**src/design/necird_pkg.sv**
```systemverilog
// shared types and constants for the nec infrared frame decoder
// no dependencies; imported by every module of the decoder

package necird_pkg;

  localparam int FRAME_BITS = 32;
  localparam int BYTE_W     = 8;
  localparam int IVL_W      = 18;
  localparam int CNT_W      = $clog2(FRAME_BITS + 2);
  localparam int BIT_IDX_W  = $clog2(FRAME_BITS);
  localparam int CFG_IDX_W  = 2;
  localparam int CFG_W      = IVL_W;

  localparam logic [CNT_W-1:0] EDGE_LIMIT = CNT_W'(FRAME_BITS + 1);
  localparam logic [CNT_W-1:0] LAST_EDGE  = CNT_W'(FRAME_BITS);

  localparam logic [IVL_W-1:0] ONE_MIN_RESET = IVL_W'(2000);
  localparam logic [IVL_W-1:0] ONE_MAX_RESET = IVL_W'(2400);

  // register indexes on the configuration port
  localparam logic [CFG_IDX_W-1:0] CFG_ONE_MIN      = 2'd0;
  localparam logic [CFG_IDX_W-1:0] CFG_ONE_MAX      = 2'd1;
  localparam logic [CFG_IDX_W-1:0] CFG_DELIVER_MODE = 2'd2;

  // result kinds
  localparam logic KIND_DELIVER = 1'b0;
  localparam logic KIND_READ    = 1'b1;

  typedef enum logic [1:0] {
    ACT_EDGE    = 2'd0,
    ACT_TIMEOUT = 2'd1,
    ACT_READ    = 2'd2
  } action_t;

  typedef struct packed {
    logic              report_kind;
    logic [BYTE_W-1:0] command;
    logic [BYTE_W-1:0] address;
    logic              valid_res;
  } res_t;

endpackage

```
**src/design/necird_in_stage.sv**
```systemverilog
// input register of the nec decoder: holds one item until the core takes it
// depends on necird_pkg

module necird_in_stage (
  input  logic                      clk,
  input  logic                      rst_n,
  input  logic                      in_valid,
  output logic                      in_ready,
  input  logic [1:0]                in_action,
  input  logic [necird_pkg::IVL_W-1:0] in_interval,
  input  logic                      take,
  output logic                      item_valid_r,
  output necird_pkg::action_t       action_r,
  output logic [necird_pkg::IVL_W-1:0] interval_r
);
  import necird_pkg::*;

  logic item_valid_nxt;
  logic load;

  // free slot, or the held item leaves this cycle
  assign in_ready = !item_valid_r || take;
  assign load     = in_valid && in_ready;

  always_comb begin
    item_valid_nxt = item_valid_r;
    if (load) begin
      item_valid_nxt = 1'b1;
    end else if (take) begin
      item_valid_nxt = 1'b0;
    end
  end

  always_ff @(posedge clk) begin
    if (!rst_n) begin
      item_valid_r <= 1'b0;
    end else begin
      item_valid_r <= item_valid_nxt;
    end
  end

  always_ff @(posedge clk) begin
    if (load) begin
      action_r   <= action_t'(in_action);
      interval_r <= in_interval;
    end
  end

endmodule

```
**src/design/necird_core.sv**
```systemverilog
// frame state, configuration registers and decode logic of the nec decoder
// depends on necird_pkg

module necird_core (
  input  logic                          clk,
  input  logic                          rst_n,
  input  logic                          cfg_we,
  input  logic [necird_pkg::CFG_IDX_W-1:0] cfg_index,
  input  logic [necird_pkg::CFG_W-1:0]  cfg_wdata,
  input  logic                          fire,
  input  necird_pkg::action_t           action,
  input  logic [necird_pkg::IVL_W-1:0]  interval,
  output logic                          res_vld,
  output necird_pkg::res_t              res
);
  import necird_pkg::*;

  logic [IVL_W-1:0]      one_min_r, one_min_nxt;
  logic [IVL_W-1:0]      one_max_r, one_max_nxt;
  logic                  deliver_mode_r, deliver_mode_nxt;
  logic                  in_frame_r, in_frame_nxt;
  logic [CNT_W-1:0]      edge_count_r, edge_count_nxt;
  logic [FRAME_BITS-1:0] frame_bits_r, frame_bits_nxt;
  logic [BYTE_W-1:0]     address_r, address_nxt;
  logic [BYTE_W-1:0]     command_r, command_nxt;
  logic                  pending_r, pending_nxt;

  logic [BIT_IDX_W-1:0]  bit_idx;
  logic                  is_one;
  logic [BYTE_W-1:0]     addr_byte, addr_inv, cmd_byte, cmd_inv;
  logic                  addr_ok, cmd_ok;

  assign bit_idx   = BIT_IDX_W'(edge_count_r - CNT_W'(1));
  assign is_one    = (interval >= one_min_r) && (interval <= one_max_r);
  assign addr_byte = frame_bits_r[BYTE_W-1:0];
  assign addr_inv  = frame_bits_r[2*BYTE_W-1:BYTE_W];
  assign cmd_byte  = frame_bits_r[3*BYTE_W-1:2*BYTE_W];
  assign cmd_inv   = frame_bits_r[4*BYTE_W-1:3*BYTE_W];
  assign addr_ok   = (addr_byte == ~addr_inv);
  assign cmd_ok    = (cmd_byte == ~cmd_inv);

  always_comb begin
    one_min_nxt      = one_min_r;
    one_max_nxt      = one_max_r;
    deliver_mode_nxt = deliver_mode_r;
    if (cfg_we) begin
      unique case (cfg_index)
        CFG_ONE_MIN:      one_min_nxt = cfg_wdata[IVL_W-1:0];
        CFG_ONE_MAX:      one_max_nxt = cfg_wdata[IVL_W-1:0];
        CFG_DELIVER_MODE: deliver_mode_nxt = cfg_wdata[0];
        default: ;
      endcase
    end
  end

  always_comb begin
    in_frame_nxt   = in_frame_r;
    edge_count_nxt = edge_count_r;
    frame_bits_nxt = frame_bits_r;
    address_nxt    = address_r;
    command_nxt    = command_r;
    pending_nxt    = pending_r;
    res_vld        = 1'b0;
    res            = '{report_kind: KIND_READ, command: command_r,
                       address: address_r, valid_res: pending_r};
    if (fire) begin
      unique case (action)
        ACT_EDGE: begin
          if (!in_frame_r) begin
            in_frame_nxt = 1'b1;
          end else begin
            // leader interval (count 0) carries no bit
            if ((edge_count_r != '0) && (edge_count_r <= LAST_EDGE)) begin
              frame_bits_nxt[bit_idx] = is_one;
            end
            if (edge_count_r < EDGE_LIMIT) begin
              edge_count_nxt = edge_count_r + CNT_W'(1);
            end
          end
        end
        ACT_TIMEOUT: begin
          if (in_frame_r) begin
            address_nxt = addr_byte;
            if (addr_ok) begin
              command_nxt = cmd_byte;
              if (cmd_ok) begin
                if (deliver_mode_r) begin
                  res_vld     = 1'b1;
                  res         = '{report_kind: KIND_DELIVER, command: cmd_byte,
                                  address: addr_byte, valid_res: 1'b1};
                  pending_nxt = 1'b0;
                end else begin
                  pending_nxt = 1'b1;
                end
              end
            end
            in_frame_nxt   = 1'b0;
            edge_count_nxt = '0;
          end
        end
        ACT_READ: begin
          res_vld     = 1'b1;
          pending_nxt = 1'b0;
        end
        default: ;
      endcase
    end
  end

  always_ff @(posedge clk) begin
    if (!rst_n) begin
      one_min_r      <= ONE_MIN_RESET;
      one_max_r      <= ONE_MAX_RESET;
      deliver_mode_r <= 1'b0;
      in_frame_r     <= 1'b0;
      edge_count_r   <= '0;
      frame_bits_r   <= '0;
      address_r      <= '0;
      command_r      <= '0;
      pending_r      <= 1'b0;
    end else begin
      one_min_r      <= one_min_nxt;
      one_max_r      <= one_max_nxt;
      deliver_mode_r <= deliver_mode_nxt;
      in_frame_r     <= in_frame_nxt;
      edge_count_r   <= edge_count_nxt;
      frame_bits_r   <= frame_bits_nxt;
      address_r      <= address_nxt;
      command_r      <= command_nxt;
      pending_r      <= pending_nxt;
    end
  end

endmodule

```
**src/design/necird_out_reg.sv**
```systemverilog
// result register of the nec decoder, held until the consumer takes it
// depends on necird_pkg

module necird_out_reg (
  input  logic             clk,
  input  logic             rst_n,
  input  logic             load,
  input  necird_pkg::res_t res_in,
  input  logic             out_ready,
  output logic             slot_free,
  output logic             out_valid_r,
  output necird_pkg::res_t res_r
);
  import necird_pkg::*;

  logic out_valid_nxt;

  assign slot_free = !out_valid_r || out_ready;

  always_comb begin
    out_valid_nxt = out_valid_r;
    if (load) begin
      out_valid_nxt = 1'b1;
    end else if (out_ready) begin
      out_valid_nxt = 1'b0;
    end
  end

  always_ff @(posedge clk) begin
    if (!rst_n) begin
      out_valid_r <= 1'b0;
    end else begin
      out_valid_r <= out_valid_nxt;
    end
  end

  always_ff @(posedge clk) begin
    if (load) begin
      res_r <= res_in;
    end
  end

endmodule

```
**src/design/nec_ir_frame_decoder.sv**
```systemverilog
// top level of the nec infrared frame decoder
// depends on necird_pkg, necird_in_stage, necird_core, necird_out_reg
//
//   channel  direction  handshake             payload
//   in_      input      in_valid / in_ready   in_action, in_interval
//   out_     output     out_valid / out_ready out_report_kind, out_command,
//                                             out_address, out_valid_res
//   cfg_     input      cfg_we                cfg_index, cfg_wdata
//
// an accepted item is decoded straight out of the input register and its result
// is registered in the output register, which drives out_valid
// one item per cycle is sustained while out_ready stays high
// a result held in the output register stalls decoding; the input register
// still takes one more item meanwhile
// rst_n is synchronous and clears frame state, pending flag and config to defaults

module nec_ir_frame_decoder (
  input  logic                          clk,
  input  logic                          rst_n,
  input  logic                          in_valid,
  output logic                          in_ready,
  input  logic [1:0]                    in_action,
  input  logic [necird_pkg::IVL_W-1:0]  in_interval,
  output logic                          out_valid,
  input  logic                          out_ready,
  output logic                          out_report_kind,
  output logic [necird_pkg::BYTE_W-1:0] out_command,
  output logic [necird_pkg::BYTE_W-1:0] out_address,
  output logic                          out_valid_res,
  input  logic                          cfg_we,
  input  logic [necird_pkg::CFG_IDX_W-1:0] cfg_index,
  input  logic [necird_pkg::CFG_W-1:0]  cfg_wdata
);
  import necird_pkg::*;

  logic             item_valid_r;
  action_t          action_r;
  logic [IVL_W-1:0] interval_r;
  logic             slot_free;
  logic             fire;
  logic             res_vld;
  res_t             res;
  res_t             res_r;

  assign fire = item_valid_r && slot_free;

  necird_in_stage u_in (
    .clk          (clk),
    .rst_n        (rst_n),
    .in_valid     (in_valid),
    .in_ready     (in_ready),
    .in_action    (in_action),
    .in_interval  (in_interval),
    .take         (fire),
    .item_valid_r (item_valid_r),
    .action_r     (action_r),
    .interval_r   (interval_r)
  );

  necird_core u_core (
    .clk       (clk),
    .rst_n     (rst_n),
    .cfg_we    (cfg_we),
    .cfg_index (cfg_index),
    .cfg_wdata (cfg_wdata),
    .fire      (fire),
    .action    (action_r),
    .interval  (interval_r),
    .res_vld   (res_vld),
    .res       (res)
  );

  necird_out_reg u_out (
    .clk         (clk),
    .rst_n       (rst_n),
    .load        (res_vld),
    .res_in      (res),
    .out_ready   (out_ready),
    .slot_free   (slot_free),
    .out_valid_r (out_valid),
    .res_r       (res_r)
  );

  assign out_report_kind = res_r.report_kind;
  assign out_command     = res_r.command;
  assign out_address     = res_r.address;
  assign out_valid_res   = res_r.valid_res;

endmodule

```
**config.mk**
```make
export PLATFORM = sky130hd
export DESIGN_NAME = nec_ir_frame_decoder
export DESIGN_NICKNAME = d
export VERILOG_FILES = /design/src/design/necird_pkg.sv /design/src/design/necird_in_stage.sv /design/src/design/necird_core.sv /design/src/design/necird_out_reg.sv /design/src/design/nec_ir_frame_decoder.sv
export SDC_FILE = /design/constraint.sdc
export NUM_CORES = 1
export LEC_CHECK = 0
export ABC_AREA = 0
export BUFFER_PORTS_ARGS = -buffer_cell sky130_fd_sc_hd__clkbuf_2
export CORE_ASPECT_RATIO = 1.75
export CORE_UTILIZATION = 45
export DETAILED_ROUTE_END_ITERATION = 16
export PLACE_DENSITY = 0.73
export SYNTH_ARGS = -nofsm -noshare
export SYNTH_HDL_FRONTEND = slang
export SYNTH_SLANG_ARGS = --single-unit
```
**constraint.sdc**
```tcl
create_clock -name clk -period 2.3 [get_ports clk]
set_clock_uncertainty 0.1 [all_clocks]
set_input_delay 0.23 -clock clk [delete_from_list [all_inputs] [get_ports clk]]
set_output_delay 0.23 -clock clk [all_outputs]
set_load 0.01 [all_outputs]
```
# Yosys cells after proc, flatten, opt, wreduce, memory -nomap -nowiden
# Index checks and enable logic that the tools add are counted.
# op_classes
n_addsub	2
n_lt_le_gt_ge	6
eq_ne	11
muxes	29
n_bitwise	2
n_reduce_logical	26
# op_table
op	count
$mux 17	5
$bwmux 32	1
$ge 18x18->1	1
$le 18x18->1	1
$mux 18	1
$mux 6	3
$eq 8x8->1	2
$not 8->8	2
$reduce_and 5->1	3
$mux 1	14
$pmux 6 s2	1
$ne 2x1->1 const B	5
$reduce_and 2->1	4
$reduce_and 4->1	2
$reduce_bool 2->1	4
$add 6x1->6 const B	1
$le 6x6->1 const B	1
$lt 5x6->1 const B	1
$lt 6x6->1 const B	1
$pmux 1 s2	3
$reduce_bool 6->1	1
$demux 1 s5	1
$ge 5x1->1 const B	1
$logic_and 1x1->1	5
other kinds (7)	12
# totals
reg_bits	133
wordCells	93

# Depth between registers and ports, before layout
# Gate-level depths: netlist of run 1.
# logic_depth
depth_word	8
ltp_mapped	9
depth_no_buf	8

# By module
# Synthesis of run 1 repeated with hierarchy kept, for this count alone.
# unflattened
hier_cells	659
hier_area_um2	6393.6
# by_module_without_submodules
module	instances	cells_per_inst	area_each_um2
necird_core	1	611	5139.9
necird_in_stage	1	25	658.1
necird_out_reg	1	22	589.3
nec_ir_frame_decoder	1	1	6.3

# Least setup slack after synthesis of run 1
# Ideal clock, no wire load.
# synth_path
path_kind	register to register
start	register u_in.interval_r[16] (netlist name)
end	register u_core.frame_bits_r[26]
setup_time_ps	96
arrival_time_ps	2120
setup_slack_ps	-16
stages_incl_launch_ff	9
n_path_buf	1
period_less_slack_ps	2316
cell_sequence	edfxtp_1 > ha_1 > a21oi_1 > nand2_1 > a221o_1 > nor4_1 > o22ai_1 > buf_2 > o41ai_2
# synth_via
elab_chain_cells	3
word_cells_on_any_way	4
cone_classes	order compare: 2; mux: 1; reduce/logical: 1
# synth_rtl
element	line_no	source
start: declaration	necird_in_stage.sv:14	output logic [necird_pkg::IVL_W-1:0] interval_r
start signal: assignment	necird_in_stage.sv:45	interval_r <= in_interval;
$ge 18x18->1 / $le 18x18->1 (equally long branches)	necird_core.sv:34	assign is_one = (interval >= one_min_r) && (interval <= one_max_r);
$logic_and 1x1->1 (*)	necird_core.sv:34	
$bwmux 32 (*)	necird_core.sv:74	frame_bits_nxt[bit_idx] = is_one;
end signal: assignment	necird_core.sv:127	frame_bits_r <= frame_bits_nxt;
end: declaration	necird_core.sv:23	logic [FRAME_BITS-1:0] frame_bits_r, frame_bits_nxt;
# Every way passes the cells marked *; elsewhere a longest branch is shown, timed or not.
# A chain may end at the register's enable or synchronous reset.

# Final worst setup path of run 1
# layout_path
start	register u_in.interval_r[17] (netlist name)
end	register u_core.frame_bits_r[27]
# The elaborated chain is that of the path after synthesis.

==> results.txt, run 1 <==
Seq/Total Area, Yosys: 47.1%
CP Buf/Inv Count: 2
Synth Warn #: 0
Via Count: 5644
Layout cells sized above 1: 27.4%
Switching share of total power: 22.8%
Syn Area/Cell: 9.59 um^2
Vias per cell: 5.58
Pint: 4.49 mW
Max-slew violation count: 0
Final WL: 18000 um
Tot GR Track Use: 24.5%
Synth async-reset ratio: 0%
Dominant synthesized flop cell: dfxtp_1
Power density cells: 670 mW/mm^2
Worst Hold Class: in -> reg
Area grow syn2layout: 34.3%
Starting Density: 46.2%
Syn Std Cell Area: 0.00646 mm^2
Syn nets: 763
Failing checks: setup timing
Core box area: 0.0140 mm^2
Htree depth: 4
Maxcap violations: 0
Setup Viol. Count Final: 31
CP max stage cell: a221o_1
Max Fclk: 0.408 GHz
Final GP Congestion: 0.852
Slew Limit Headroom: 23.6%
Met2 Use GR: 47.7%
Net count, final: 912
Worst endpoint required time: 2.52 ns
CTS clk-pin slew, worst paths: 0.06 ns
Fill cells: 994
Total negative slack: -3.03 ns
Yosys reg bits: 133
Final routed DRC violation total: 0
TritonCTS clock tree: built
Diodes inserted: 0
Tightest Pin Transition: 1.15 ns
Drt initial violations: 319
Setup CP Type: reg -> reg
CTS max path bufs: 2
Min Clock Period, post-route: 2.45 ns
Clock root buffer: clkbuf_16
Post-route ant nets: 0
DR pass1 iterations: 6
Die Y: 160 um
Vias in the first global route: 5895
Mapped Cells: 673
First-pass GRT wire length: 27900 um
Reg power frac: 42.9%
Crit-path cells: ha_1 -> and4_1 -> a221o_1 -> mux2i_2 -> o22ai_4 -> buf_4 -> buf_6 -> o41ai_2
Gr busiest metal: met2
Wire per inst: 17.8 um
Clk sinks: 133
Pin count of the biggest net entering global routing: 50
Arrival @ worst endpoint: 2.67 ns
CP endpoint kind: flip-flop
CP max FO: 6
RSZ-0062 raised after global routing: true
Comb power frac: 9.0%
Dpl ws: -0.327 ns
Met3 Track Usage GR: 5.35%
Clock power share: 48.1%
I/O Buffers: 64
Initial antenna violation count: 0
CTS buffer count: 17
Crit-path max cell delay: 0.43 ns
Clock latency on the worst-skew pair: 0.42 ns
Switching pwr: 1.32 mW
GR Layer Usage met1: 21.0%
Leak: 3.59 nW
Die W: 92.5 um
Crit share post-route: 107%
Peak supply drop: 434 uV
Fin. Hold Viols: 0
# rows: 57
Layout Cells excl Fill: 1012
Status: complete, but fails checks
Die area: 0.0148 mm^2
Dpl hpwl: 12200 um
Family with the most delay on the worst path: compound AO/OA/AOI/OAI gates
Number of synthesized flops with an enable pin: 38
IO Count: 65
Post-synth cell types: 53
GR Overflow Total: 0
Hold Slack: 0.0684 ns
Worst setup SP type: flip-flop
Placed Instances: 932
Slack of the critical path: -0.151 ns
power by group through the flow:
stage	Combinational, mW	Clock (mW)	Sequential (mW)
2_1_floorplan	0.209	0	2.53
5_1_grt	0.565	2.90	2.50
3_3_place_gp	0.356	0	2.54
4_1_cts	0.497	2.81	2.49
6_report	0.523	2.80	2.49
3_5_place_dp	0.376	0	2.54
repair_timing:
action	CTS	global route
buffers inserted	8	2
endpoints found under the hold margin	54	0
pin swaps	20	8
resized for setup	47	10
hold buffers	39	0
setup endpoints to repair	48	48
layout make-up:
type,instances,area (um^2),share of cell area [%]
clock inverters,13,154,1.77
well taps,177,221,2.55
clock buffers,19,464,5.35
inverters,43,161,1.86
multi-input cells,460,3380,39.0
repair buffers,167,1240,14.3
flip-flops and latches,133,3050,35.2
per-layer routing:
layer	vias to the layer above	share of wire [%]
li1	2656	-
met1	2698	33
met2	209	56
met3	81	4.0
met4	0	7.0
met5	-	0
registers in the layout, summed over array words and instances, names as in the netlist:
| signal | flops |
|---|---|
| u_core.frame_bits_r | 32 |
| u_core.one_max_r | 18 |
| u_core.one_min_r | 18 |
| u_in.interval_r | 18 |
| u_out.res_r | 18 |
| u_core.address_r | 8 |
| u_core.command_r | 8 |
| u_core.edge_count_r | 6 |
| u_in.action_r | 2 |
| u_core.deliver_mode_r | 1 |
| u_core.in_frame_r | 1 |
| u_core.pending_r | 1 |
| u_in.item_valid_r | 1 |
| u_out.out_valid_r | 1 |
through the flow:
stage          utilization, %  instance area, um^2  power (mW)
3_5_place_dp             52.1                 7280        2.91
6_report                 62.0                 8670        5.81
3_3_place_gp             52.1                 7280        2.89
4_1_cts                  61.6                 8610        5.80
5_1_grt                  62.0                 8670        5.96
2_1_floorplan               -                 6460        2.74
cell usage after synthesis, types with 14 or more instances:
library cell	count	share of area, %
nand2_1	112	6.5
dfxtp_1	95	29
ha_1	45	8.7
inv_1	43	2.5
a21oi_1	42	3.3
nor2_1	40	2.3
nand3_1	39	3.0
edfxtp_1	38	18
clkbuf_1	29	1.7
o31ai_1	24	2.8
mux2i_1	23	3.6
xor2_1	19	2.6
o211ai_1	14	1.6
kinds of logic after synthesis:
family	share of synthesized area, %
multiplexers	6.88
buffers and inverters	5.37
AND/OR/NAND/NOR	17.0
XOR/XNOR	2.98
AO/OA/AOI/OAI	11.9
flip-flops	47.1
adder cells (fa/ha/maj)	8.72
worst register-to-register path, cell delays in order (launching register included):
cell	delay, ns
edfxtp_1	0.41
ha_1	0.31
and4_1	0.23
a221o_1	0.44
mux2i_2	0.24
o22ai_4	0.16
buf_4	0.18
buf_6	0.11
o41ai_2	0.18
cells in the final DEF (no fill, tap or decap), drive strengths merged, types with 5 or more instances in the layout:
| cell type | n |
|---|---|
| nand4 | 11 |
| o22ai | 7 |
| nand2b | 5 |
| o21ai | 5 |
| xor2 | 19 |
| mux2i | 23 |
| dfxtp | 95 |
| edfxtp | 38 |
| ha | 45 |
| o211ai | 14 |
| buf | 64 |
| and3 | 7 |
| o31ai | 24 |
| dlygate4sd3 | 39 |
| mux2 | 16 |
| nor2 | 40 |
| nand3 | 39 |
| clkinv | 6 |
| clkbuf | 83 |
| inv | 43 |
| nand2 | 112 |
| a21oi | 42 |
final timing paths:
path / slack [ns] / startpoint / depth (start not counted) / end
setup reg to reg: -0.15 / u_in.interval_r[17] / 8 / u_core.frame_bits_r[27]
hold reg to reg: 0.35 / u_core.one_max_r[16] / 2 / u_core.one_max_r[16]
hold / removal: 0.07 / out_ready / 3 / u_out.out_valid_r
setup / recovery: -0.15 / u_in.interval_r[17] / 8 / u_core.frame_bits_r[27]
No activity file was read; power rests on OpenSTA's default activity.
==> run 2, diff against run 1 <==
==> constraint.sdc (replaced) <==
create_clock -name clk -period 2.3 [get_ports clk]
set_clock_uncertainty 0.1 [all_clocks]
set_input_delay 0.345 -clock clk [delete_from_list [all_inputs] [get_ports clk]]
set_output_delay 0.345 -clock clk [all_outputs]
set_load 0.01 [all_outputs]
==> run 2 against run 1 <==
Combinational power decreased by 3%; sequential power barely moved; largest power group unchanged; highest routed layer unchanged; largest cell class unchanged; die area is the same; the flow still finishes with violations (setup timing); sequential share of layout area up 1.1 points; utilization shrank 2.0 points.
==> results.txt, run 2 (synthesized netlist as in run 1, its figures left out) <==
Switching pwr: 1.26 mW
Final GP Congestion: 0.869
Setup CP Type: reg -> reg
Core box area: 0.0140 mm^2
Post-route ant nets: 0
Layout Cells excl Fill: 980
Arrival @ worst endpoint: 2.74 ns
Pint: 4.32 mW
Clock root buffer: clkbuf_16
Max reg flops: 32
Vias per cell: 5.71
Worst endpoint required time: 2.51 ns
CP max FO: 7
I/O Buffers: 64
Clock power share: 46.2%
DR pass1 iterations: 6
Switching share of total power: 22.6%
Hold Slack: 0.00587 ns
Peak supply drop: 353 uV
Layout cells sized above 1: 28.1%
Vias in the first global route: 5825
GR Layer Usage met1: 20.7%
Maxcap violations: 0
Worst Hold Class: in -> reg
CP max stage cell: a221o_1
# rows: 57
Initial antenna violation count: 0
Die area: 0.0148 mm^2
Die W: 92.5 um
Top reg by flops: u_core.frame_bits_r
Gr busiest metal: met2
Commonest cells after routing, fill and taps aside: nand2_1, dfxtp_1, clkbuf_2, buf_4, inv_1
Slew Limit Headroom: 19.0%
CTS clk-pin slew, worst paths: 0.06 ns
Drt initial violations: 378
Dpl hpwl: 12100 um
Final routed DRC violation total: 0
Crit-path cells: ha_4 -> a21oi_2 -> nand2_1 -> a221o_1 -> nor4_4 -> o22ai_4 -> buf_6 -> o31ai_1
Fin util: 60.1%
Power density cells: 665 mW/mm^2
Final Power: 5.58 mW
Clk sinks: 133
Wire per inst: 18.7 um
Htree depth: 4
Fin. Hold Viols: 0
Comb power frac: 9.1%
Setup Viol. Count Final: 33
Final WL: 18400 um
Max Fclk: 0.394 GHz
Tot GR Track Use: 24.5%
Worst setup SP type: flip-flop
Die Y: 160 um
Clock latency on the worst-skew pair: 0.42 ns
TritonCTS clock tree: built
Starting Density: 46.2%
CP endpoint kind: flip-flop
Dpl ws: -0.306 ns
Status: complete, but fails checks
First-pass GRT wire length: 27800 um
Slack of the critical path: -0.239 ns
Placed Instances: 928
Failing checks: setup timing
Min Clock Period, post-route: 2.54 ns
CTS max path bufs: 2
Pin count of the biggest net entering global routing: 50
Max-slew violation count: 0
Diodes inserted: 0
Met2 Use GR: 47.8%
RSZ-0062 raised after global routing: true
Via Count: 5600
Fill cells: 1067
Reg power frac: 44.7%
Net count, final: 880
Area grow syn2layout: 30.1%
Met3 Track Usage GR: 6.11%
Leak: 3.47 nW
Crit share post-route: 110%
Tightest Pin Transition: 1.22 ns
Most common cell after layout, fill and taps aside: nand2_1
Crit-path max cell delay: 0.44 ns
IO Count: 65
CTS buffer count: 17
GR Overflow Total: 0
==> run 2: cell types whose count changed in the layout (fill, tap and decap cells not counted), moves of 3 or more <==
cell,before,now
dlygate4sd3_1,39,11
clkbuf_1,0,7
o31ai_1,16,9
buf_4,57,53
clkinvlp_4,4,0
o31ai_4,2,6
clkinv_2,5,2
o31ai_2,6,9
==> run 2: critical path: cells and delay by family, from the launching register on <==
kind                       cells  cell delay (ns)
DFF                            1             0.43
and+or+nand+nor                2             0.36
buffers and inverters          1             0.18
AOI/OAI and AO/OA              4             1.06
adders and majority gates      1             0.28
==> run 2: worst paths after layout <==
kind,from,end,slack (ns),cells after the start
max,u_in.interval_r[16],u_core.frame_bits_r[21],-0.24,8
min reg2reg,u_core.one_min_r[11],u_core.one_min_r[11],0.36,2
max reg2reg,u_in.interval_r[16],u_core.frame_bits_r[21],-0.24,8
min,in_interval[3],u_in.interval_r[3],0.006,1
==> run 2: area by class of cell <==
cell class / count / area [um^2] / area share [%]
Inverter: 43 / 161 / 1.92
Clock buffer: 26 / 479 / 5.71
Timing Repair Buffer: 135 / 951 / 11.3
Tap cell: 177 / 221 / 2.64
Multi-Input combinational cell: 460 / 3460 / 41.2
Sequential cell: 133 / 3050 / 36.3
Clock inverter: 6 / 77.6 / 0.924
==> run 2: routing by layer <==
layer | wire length [um] | share of wire [%]
met1 | 6070 | 33
met4 | 1030 | 5.6
met2 | 10500 | 57
met3 | 784 | 4.3
met5 | 0 | 0
==> run 2: what timing repair did <==
item | in CTS | in global routing
buffers inserted | 7 | 2
resized for setup | 35 | 32
endpoints found under the setup margin | 36 | 53
cloned | 1 | 0
hold endpoints to repair | 8 | 3
hold buffers | 8 | 3
pin swaps | 22 | 18
==> run 2: metrics by stage <==
step / cell area (um^2) / setup TNS (ns)
after floorplan: 6460 / 0
after global placement: 7260 / -4.58
final: 8400 / -4.32
after global routing: 8400 / -7.39
after CTS: 8200 / -1.24
after detailed placement: 7260 / -7.03
==> run 2: power groups by stage <==
stage / combinational, mW / sequential [mW] / clock (mW)
finish: 0.506 / 2.50 / 2.58
global route: 0.547 / 2.50 / 2.69
CTS: 0.470 / 2.49 / 2.59
detailed placement: 0.376 / 2.54 / 0
global placement: 0.356 / 2.54 / 0
floorplan: 0.209 / 2.53 / 0
==> run 3, diff against run 2 <==
Settings changed: SYNTH_HIERARCHICAL from default to 1.
==> run 3 against run 2 <==
Critical endpoint is now u_core/frame_bits_r[15]; largest power group unchanged; global-route usage down 1.7 points; power up 9.2%; critical path type unchanged; the flow still finishes with violations (setup timing); non-clock buffer count down 6.
==> results.txt, run 3 <==
Net count, final: 864
Met2 Use GR: 45.0%
CTS clk-pin slew, worst paths: 0.06 ns
Worst R2R Setup Slack: -0.18 ns
Syn Std Cell Area: 0.00639 mm^2
Most frequent cell after synthesis: nand2_1
Hold Slack: 0.0140 ns
TritonCTS clock tree: built
Die area: 0.0147 mm^2
Vias in the first global route: 5719
WHS Path Cells: 1
Design area: 0.00864 mm^2
Die W: 92.1 um
Peak supply drop: 433 uV
RR Startpoint: u_in/interval_r[7]
CTS buffer count: 17
Yosys reg bits: 133
Dominant synthesized flop cell: dfxtp_1
Clk sinks: 133
Final WL: 18500 um
Clock root buffer: clkbuf_16
Synth Warn #: 6
Failing checks: setup timing
Post-route ant nets: 0
Synth cell count leaders: nand2_1, dfxtp_1, inv_1, a21oi_1, ha_1
GR Overflow Total: 0
Commonest cells after routing, fill and taps aside: nand2_1, dfxtp_1, clkbuf_2, buf_4, inv_1
Reg2Reg Capture Point: u_core/frame_bits_r[15]
Htree depth: 4
Maxcap violations: 0
Initial antenna violation count: 0
Min Clock Period, post-route: 2.48 ns
Drt initial violations: 437
Hold EP: u_in/action_r[0]
Clock latency on the worst-skew pair: 0.42 ns
Met3 Track Usage GR: 4.90%
GR Layer Usage met1: 21.0%
Tightest Pin Transition: 0.748 ns
Layout cells sized above 1: 31.6%
Fill cells: 1001
Tot GR Track Use: 22.9%
CP endpoint kind: flip-flop
Synth async-reset ratio: 0%
Worst r2r path cells: 8
DP Area: 0.00718 mm^2
Crit share post-route: 108%
DR pass1 iterations: 5
Max reg flops: 32
Fin util: 62.2%
Diodes inserted: 0
IO Count: 65
Post-synth cell types: 57
Yosys top cell area share: 29.7%
First-pass GRT wire length: 26200 um
Core box area: 0.0139 mm^2
Max-slew violation count: 0
CP max FO: 6
Slack of the critical path: -0.180 ns
Pin count of the biggest net entering global routing: 71
Syn Area/Cell: 9.70 um^2
Leading post-synthesis cells by cell area: dfxtp_1, edfxtp_1, ha_1
Worst endpoint required time: 2.49 ns
Worst Hold Class: in -> reg
Setup CP Type: reg -> reg
Final Power: 6.10 mW
Starting Density: 46.0%
Largest area contributor in the netlist: dfxtp_1
Setup Viol. Count Final: 30
Arrival @ worst endpoint: 2.67 ns
Syn nets: 749
Final GP Congestion: 0.920
Critical path origin: u_in/interval_r[7]
Wire per inst: 19.2 um
Dpl hpwl: 11300 um
Worst setup SP type: flip-flop
I/O Buffers: 64
Power density cells: 705 mW/mm^2
Vias per cell: 5.81
Mapped Cells: 659
Max Fclk: 0.403 GHz
Leak: 3.60 nW
Top reg by flops: u_core/frame_bits_r
Status: complete, but fails checks
Most common cell after layout, fill and taps aside: nand2_1
CTS max path bufs: 2
Seq/Total Area, Yosys: 47.6%
Via Count: 5604
RSZ-0062 raised after global routing: true
Final routed DRC violation total: 0
# rows: 57
Die Y: 160 um
Fin. Hold Viols: 0
Number of synthesized flops with an enable pin: 38
Slew Limit Headroom: 50.0%
Hold path start: in_action[0]
Gr busiest metal: met2
Area grow syn2layout: 35.2%
==> run 3: worst max-delay path by stage <==
stage | depth (start not counted) | slack (ns) | endpoint
3_5_place_dp | 8 | -0.18 | u_core/frame_bits_r[25]
4_1_cts | 8 | -0.11 | u_core/frame_bits_r[18]
5_1_grt | 8 | -0.25 | u_core/frame_bits_r[15]
2_1_floorplan | 9 | -0.01 | u_out/res_r[10]
3_3_place_gp | 8 | -0.05 | u_core/frame_bits_r[6]
6_report | 8 | -0.18 | u_core/frame_bits_r[15]
==> run 3: metrics by stage <==
| stage | setup WS (ns) | std cells | setup TNS (ns) |
|---|---|---|---|
| floorplan | -0.0112 | 659 | -0.101 |
| global placement | -0.0477 | 911 | -0.803 |
| detailed placement | -0.178 | 911 | -2.88 |
| CTS | -0.109 | 954 | -2.29 |
| global route | -0.251 | 964 | -4.61 |
| finish | -0.180 | 964 | -2.10 |
==> run 3: critical path, stage by stage (launching register included) <==
cell	delay, ns
edfxtp_1	0.45
ha_4	0.30
nand4_1	0.26
nor2_1	0.19
nand3_1	0.13
mux2i_2	0.22
o22ai_4	0.16
buf_6	0.17
o41ai_1	0.37
==> run 3: cell type report <==
type,instances,area [um^2],area share [%]
clock buffer,20,457,5.28
clock inverter,12,200,2.32
inverter,47,176,2.04
multi-input combinational,446,3620,41.9
sequential,133,3050,35.2
tap,177,221,2.56
timing repair buffer,129,925,10.7
==> run 3: cells by family (layout without fill, tap and decap cells) <==
family / count (synthesis) / after routing / share of synthesized area, %
and+or+nand+nor: 209 / 209 / 15.1
AOI/OAI and AO/OA: 140 / 140 / 15.2
DFF: 133 / 133 / 47.6
buffers and inverters: 80 / 208 / 5.23
adders and majority gates: 45 / 45 / 8.81
muxes: 32 / 32 / 5.32
xor gates and xnor gates: 20 / 20 / 2.74
==> run 3: where the power goes <==
part	total (mW)	internal, mW	switching, mW
combinational	0.594	0.258	0.335
clock	3.00	1.98	1.01
sequential	2.51	2.47	0.0373
==> run 3: what timing repair did <==
item / CTS / global route
setup buffers: 0 / 8
pin swaps: 1 / 51
gates cloned: 0 / 3
endpoints found under the setup margin: 32 / 56
endpoints found under the hold margin: 11 / 0
hold buffers: 11 / 0
gates resized for setup: 12 / 73
==> run 3: routing by layer <==
metal  vias up  part of all wire [%]  wire (um)
li1       2579                     -          -
met1      2714                    34       6380
met5         -                     0          0
met2       242                    56      10400
met4         0                   4.0        748
met3        69                   5.4        997
